File: src/hdl/fractional_delay_line_linear_interp_core_macros.svh
// Assertion macros for the fractional delay line core.
// No dependencies; taken in by the files that carry assertions.
`ifndef FRACTIONAL_DELAY_LINE_LINEAR_INTERP_CORE_MACROS_SVH
`define FRACTIONAL_DELAY_LINE_LINEAR_INTERP_CORE_MACROS_SVH

`ifndef SYNTHESIS

// antecedent implies consequent in the same cycle
`define FDL_ASSERT_SAME(label, clk, rst, ante, cons) \
  label: assert property (@(posedge clk) disable iff (rst) (ante) |-> (cons)) \
    else $error("fdl assertion failed");

// antecedent implies consequent in the next cycle
`define FDL_ASSERT_NEXT(label, clk, rst, ante, cons) \
  label: assert property (@(posedge clk) disable iff (rst) (ante) |=> (cons)) \
    else $error("fdl assertion failed");

// expression always holds
`define FDL_ASSERT_ALWAYS(label, clk, rst, expr) \
  label: assert property (@(posedge clk) disable iff (rst) (expr)) \
    else $error("fdl assertion failed");

`else

`define FDL_ASSERT_SAME(label, clk, rst, ante, cons)
`define FDL_ASSERT_NEXT(label, clk, rst, ante, cons)
`define FDL_ASSERT_ALWAYS(label, clk, rst, expr)

`endif

`endif

File: src/hdl/fdl_pkg.sv
// Shared types and constants for the fractional delay line core.
// No dependencies.
package fdl_pkg;

  localparam int DELAY_W     = 12;
  localparam int FRAC_W      = 16;
  localparam int GAIN_W      = 18;
  localparam int CFG_W       = 18;
  localparam int CFG_IDX_W   = 2;

  localparam logic [CFG_IDX_W-1:0] REG_DELAY_WHOLE    = 2'd0;
  localparam logic [CFG_IDX_W-1:0] REG_DELAY_FRACTION = 2'd1;
  localparam logic [CFG_IDX_W-1:0] REG_GAIN           = 2'd2;

  localparam logic [GAIN_W-1:0]  GAIN_RESET = 18'h10000;
  localparam logic [FRAC_W:0]    Q16_ONE    = 17'h10000;
  localparam int                 Q_SHIFT    = 16;
  localparam int                 ROUND_HALF = 32768;

  typedef struct packed {
    logic load;
    logic write;
    logic rd_near;
    logic rd_far;
    logic mul_near;
    logic mul_far;
    logic finish;
  } fdl_cmd_t;

endpackage

File: src/hdl/fdl_ctrl.sv
// Controller: sequences write, two reads, two multiplies and the output beat.
// Depends on fdl_pkg and the assertion macro header.
`include "fractional_delay_line_linear_interp_core_macros.svh"

module fdl_ctrl import fdl_pkg::*; (
  input  logic     clk,
  input  logic     rst,
  input  logic     in_valid,
  output logic     in_stall,
  output logic     out_valid,
  input  logic     out_stall,
  output fdl_cmd_t cmd
);

  typedef enum logic [2:0] {
    IDLE,
    WRITE,
    RD_NEAR,
    RD_FAR,
    MUL_FAR,
    SUM
  } state_t;

  state_t state;
  logic   out_free;

  assign in_stall = (state != IDLE);
  assign out_free = !out_valid || !out_stall;

  always_comb begin
    cmd          = '0;
    cmd.load     = (state == IDLE) && in_valid;
    cmd.write    = (state == WRITE);
    cmd.rd_near  = (state == RD_NEAR);
    cmd.rd_far   = (state == RD_FAR);
    cmd.mul_near = (state == RD_FAR);
    cmd.mul_far  = (state == MUL_FAR);
    cmd.finish   = (state == SUM) && out_free;
  end

  always_ff @(posedge clk) begin
    if (rst) begin
      state     <= IDLE;
      out_valid <= 1'b0;
    end else begin
      if (cmd.finish) begin
        out_valid <= 1'b1;
      end else if (out_valid && !out_stall) begin
        out_valid <= 1'b0;
      end
      unique case (state)
        IDLE:    if (in_valid) state <= WRITE;
        WRITE:   state <= RD_NEAR;
        RD_NEAR: state <= RD_FAR;
        RD_FAR:  state <= MUL_FAR;
        MUL_FAR: state <= SUM;
        SUM: begin
          if (out_free) begin
            state <= IDLE;
          end
        end
        default: state <= IDLE;
      endcase
    end
  end

  `FDL_ASSERT_NEXT(a_accept_writes, clk, rst, in_valid && !in_stall, cmd.write)
  `FDL_ASSERT_ALWAYS(a_one_mem_op, clk, rst, $onehot0({cmd.write, cmd.rd_near, cmd.rd_far}))
  `FDL_ASSERT_NEXT(a_near_then_far, clk, rst, cmd.rd_near, cmd.rd_far && cmd.mul_near)
  `FDL_ASSERT_NEXT(a_finish_shows, clk, rst, cmd.finish, out_valid)

endmodule

File: config.mk
export PLATFORM = sky130hd
export DESIGN_NAME = fdl_ctrl
export DESIGN_NICKNAME = d
export VERILOG_FILES = /design/src/hdl/fdl_pkg.sv /design/src/hdl/fdl_ctrl.sv
export VERILOG_INCLUDE_DIRS = /design/src /design/src/hdl
export SDC_FILE = /design/constraint.sdc
export NUM_CORES = 1
export LEC_CHECK = 0
export BUFFER_PORTS_ARGS = -buffer_cell sky130_fd_sc_hd__buf_2
export CAP_MARGIN = 10
export CORE_AREA = 2 2 39 41
export CTS_CLUSTER_DIAMETER = 120
export DETAILED_ROUTE_END_ITERATION = 7
export DIE_AREA = 0 0 41 43
export GPL_ROUTABILITY_DRIVEN = 0
export PLACE_DENSITY = 0.44
export SYNTH_ARGS = -nofsm -noshare
export SYNTH_HDL_FRONTEND = slang
export SYNTH_SLANG_ARGS = --single-unit
File: constraint.sdc
create_clock -name clk -period 2.05 [get_ports clk]
set_clock_uncertainty 0.15 [all_clocks]
set_input_delay 0.205 -clock clk [delete_from_list [all_inputs] [get_ports clk]]
set_output_delay 0.205 -clock clk [all_outputs]
set_load 0.05 [all_outputs]
==> impl_metrics.py <==
metrics = {
    "global_route": {
        "grt_max_degree": 12,
        "antenna_found_initial": 0,
        "grt_pass1_wl_um": 717,
        "grt_overflow": 0,
        "grtUsageTotal": 0.0623,
        "grt_pass1_vias": 176,
    },
    "sta": {
        "hold_violations": 0,
        "worstMarginPinSlew_ps": 318,
        "setup_viol": 0,
        "finalCritPeriodShare": 0.842,
        "fmaxAchievable_mhz": 580,
        "maxSlewHeadroom": 0.787,
        "final.min_clock_period_ps": 1730,
        "rsz0062_at_grt": "no",
        "slew_viol_final": 0,
        "setup_tns_ps": 0,
        "holdWs_ps": 42.1,
    },
    "cells_and_area": {
        "drive_above_1_share": 0.475,
        "final_nets": 46,
        "antennaDiodeCount": 0,
        "utilization": 0.239,
        "nFillCells": 161,
        "final_common_cell": "buf_2",
        "final_cell_mix": "buf_2, dfxtp_1, nor3b_1, clkbuf_4",
        "areaGrowthSynthToFinish_pct": 28.8,
    },
    "clock_tree": {
        "clkTransAtPathRegs_ps": 40,
        "max-clock-path-buffers": 2,
        "cts_hold_buf": 0,
        "ctsRootBufferMaster": "clkbuf_4",
        "clock_latency_ps": 240,
        "cts_sinks": 4,
        "postCtsSetupRepairBufs": 0,
        "numCtsBuffers": 3,
        "h-tree-depth": 1,
        "cts_tree": "done",
        "cts_resized": 0,
    },
    "setup_path": {
        "worstRegToRegCells": 2,
        "crit_arrival_ps": 1370,
        "required_ps": 1690,
        "worstSetupPathType": "flop to output port",
        "crit_fanout": 10,
        "critPathLaunchType": "flop",
        "cp-end-kind": "output port",
    },
    "floorplan": {
        "core_sq_mm": 0.00138,
        "initial_core_util": 0.185,
        "row_count": 14,
        "dieArea_sq_mm": 0.00176,
        "io_pins": 13,
        "die_height_um": 43,
        "die_w_um": 41,
    },
    "synthesis": {
        "synth.ff_latch_count": 4,
        "seq_area_frac_synth": 0.312,
        "synth.net_count": 33,
        "syn_inst": 29,
        "synth_cell_types": 20,
        "synth.avg_cell_area_sq_um": 8.84,
        "synth.cell_area_sq_um": 256,
        "synth-warning-count": 0,
    },
    "pwr": {
        "powerDensity_mw_per_mm2": 903,
        "vdd_drop_max_mv": 0.301,
        "power_leakage_nw": 0.157,
    },
    "placed_design": {
        "io_buffers": 12,
        "hpwl_um": 369,
    },
    "worst_hold_path": {
        "hold_depth": 2,
        "hp-class": "primary input to flop",
    },
    "run_status": {
        "status": "finished clean",
    },
    "detailed_routing": {
        "drtAntennaViolNets": 0,
        "wire_per_inst_um": 9.02,
        "drc_errors": 0,
        "dr.pass1.iters": 1,
        "vias": 234,
        "drt_iter0_markers": 0,
        "vias_per_cell": 4.18,
        "wl_um": 505,
    },
    "flow_run": {
        "maxCapViolCount": 0,
    },
}
[final cells by class]
cell class | count | area (sq um) | share of cell area
multi-input cells | 19 | 140 | 0.424
flip-flops and latches | 4 | 80.1 | 0.242
repair buffers | 12 | 60.1 | 0.182
clock buffers | 3 | 22.5 | 0.0682
well taps | 16 | 20.0 | 0.0606
inverters | 2 | 7.51 | 0.0227
[cells by family (layout without fill, tap and decap cells)]
| family | after synthesis | count (layout) | share of synthesized area |
|---|---|---|---|
| compound gates | 6 | 6 | 0.190 |
| buf+inv | 6 | 17 | 0.141 |
| xor+xnor | 1 | 1 | 0.0342 |
| flops | 4 | 4 | 0.312 |
| simple gates | 12 | 12 | 0.322 |
[path summary, 6_finish.rpt]
path         slack, ps       from         to
min                 40        rst   state[1]
min reg2reg        350  out_valid  out_valid
max reg2reg        840   state[2]   state[2]
max                320   state[1]     cmd[6]
[cells in the mapped netlist (all sizes together)]
master   number  share of area
nor3b         3          0.088
xnor2         1          0.034
nand2         1          0.015
buf           4           0.11
and3b         1          0.039
nor3          2          0.039
nor2          1          0.015
nand3         1          0.019
inv           2          0.029
a21oi         2          0.039
a21o          1          0.034
or3           1          0.044
or3b          1          0.034
a21boi        1          0.029
a211oi        1          0.029
dfxtp         4           0.31
o2bb2ai       1          0.059
nand3b        1          0.029
[stage by stage]
stage	instance area [sq um]	total power [mW]	std cells	setup WS, ps
floorplan	256	0.188	29	55.8
detailed placement	308	0.200	53	580
finish	330	0.298	56	325
CTS	330	0.306	56	310
global placement	308	0.201	53	583
global route	330	0.314	56	233
[critical path, cell delays in order, from the launching register on]
cell     delay (ps)
dfxtp_1         380
or3_4           410
nor2_1           80
buf_2           260
[routing by layer]
| layer | track usage | vias up | routed length, um |
|---|---|---|---|
| met1 | 0.0806 | 103 | 226 |
| li1 | - | 123 | - |
| met2 | 0.0781 | 6 | 240 |
| met4 | 0.0600 | 0 | 14 |
| met3 | 0.0157 | 2 | 23 |
| met5 | 0 | - | 0 |
[flip-flops by register name, indices dropped and copies added (netlist names)]
register,cells
state,3
out_valid,1
[where the power goes]
group          internal, mW  total, mW  switching, mW
logic                0.0310      0.101         0.0699
registers            0.0843     0.0976         0.0134
clock network        0.0656     0.0996         0.0340
total                 0.181      0.298          0.117
Note: power is estimated with default switching activity, not from simulation.
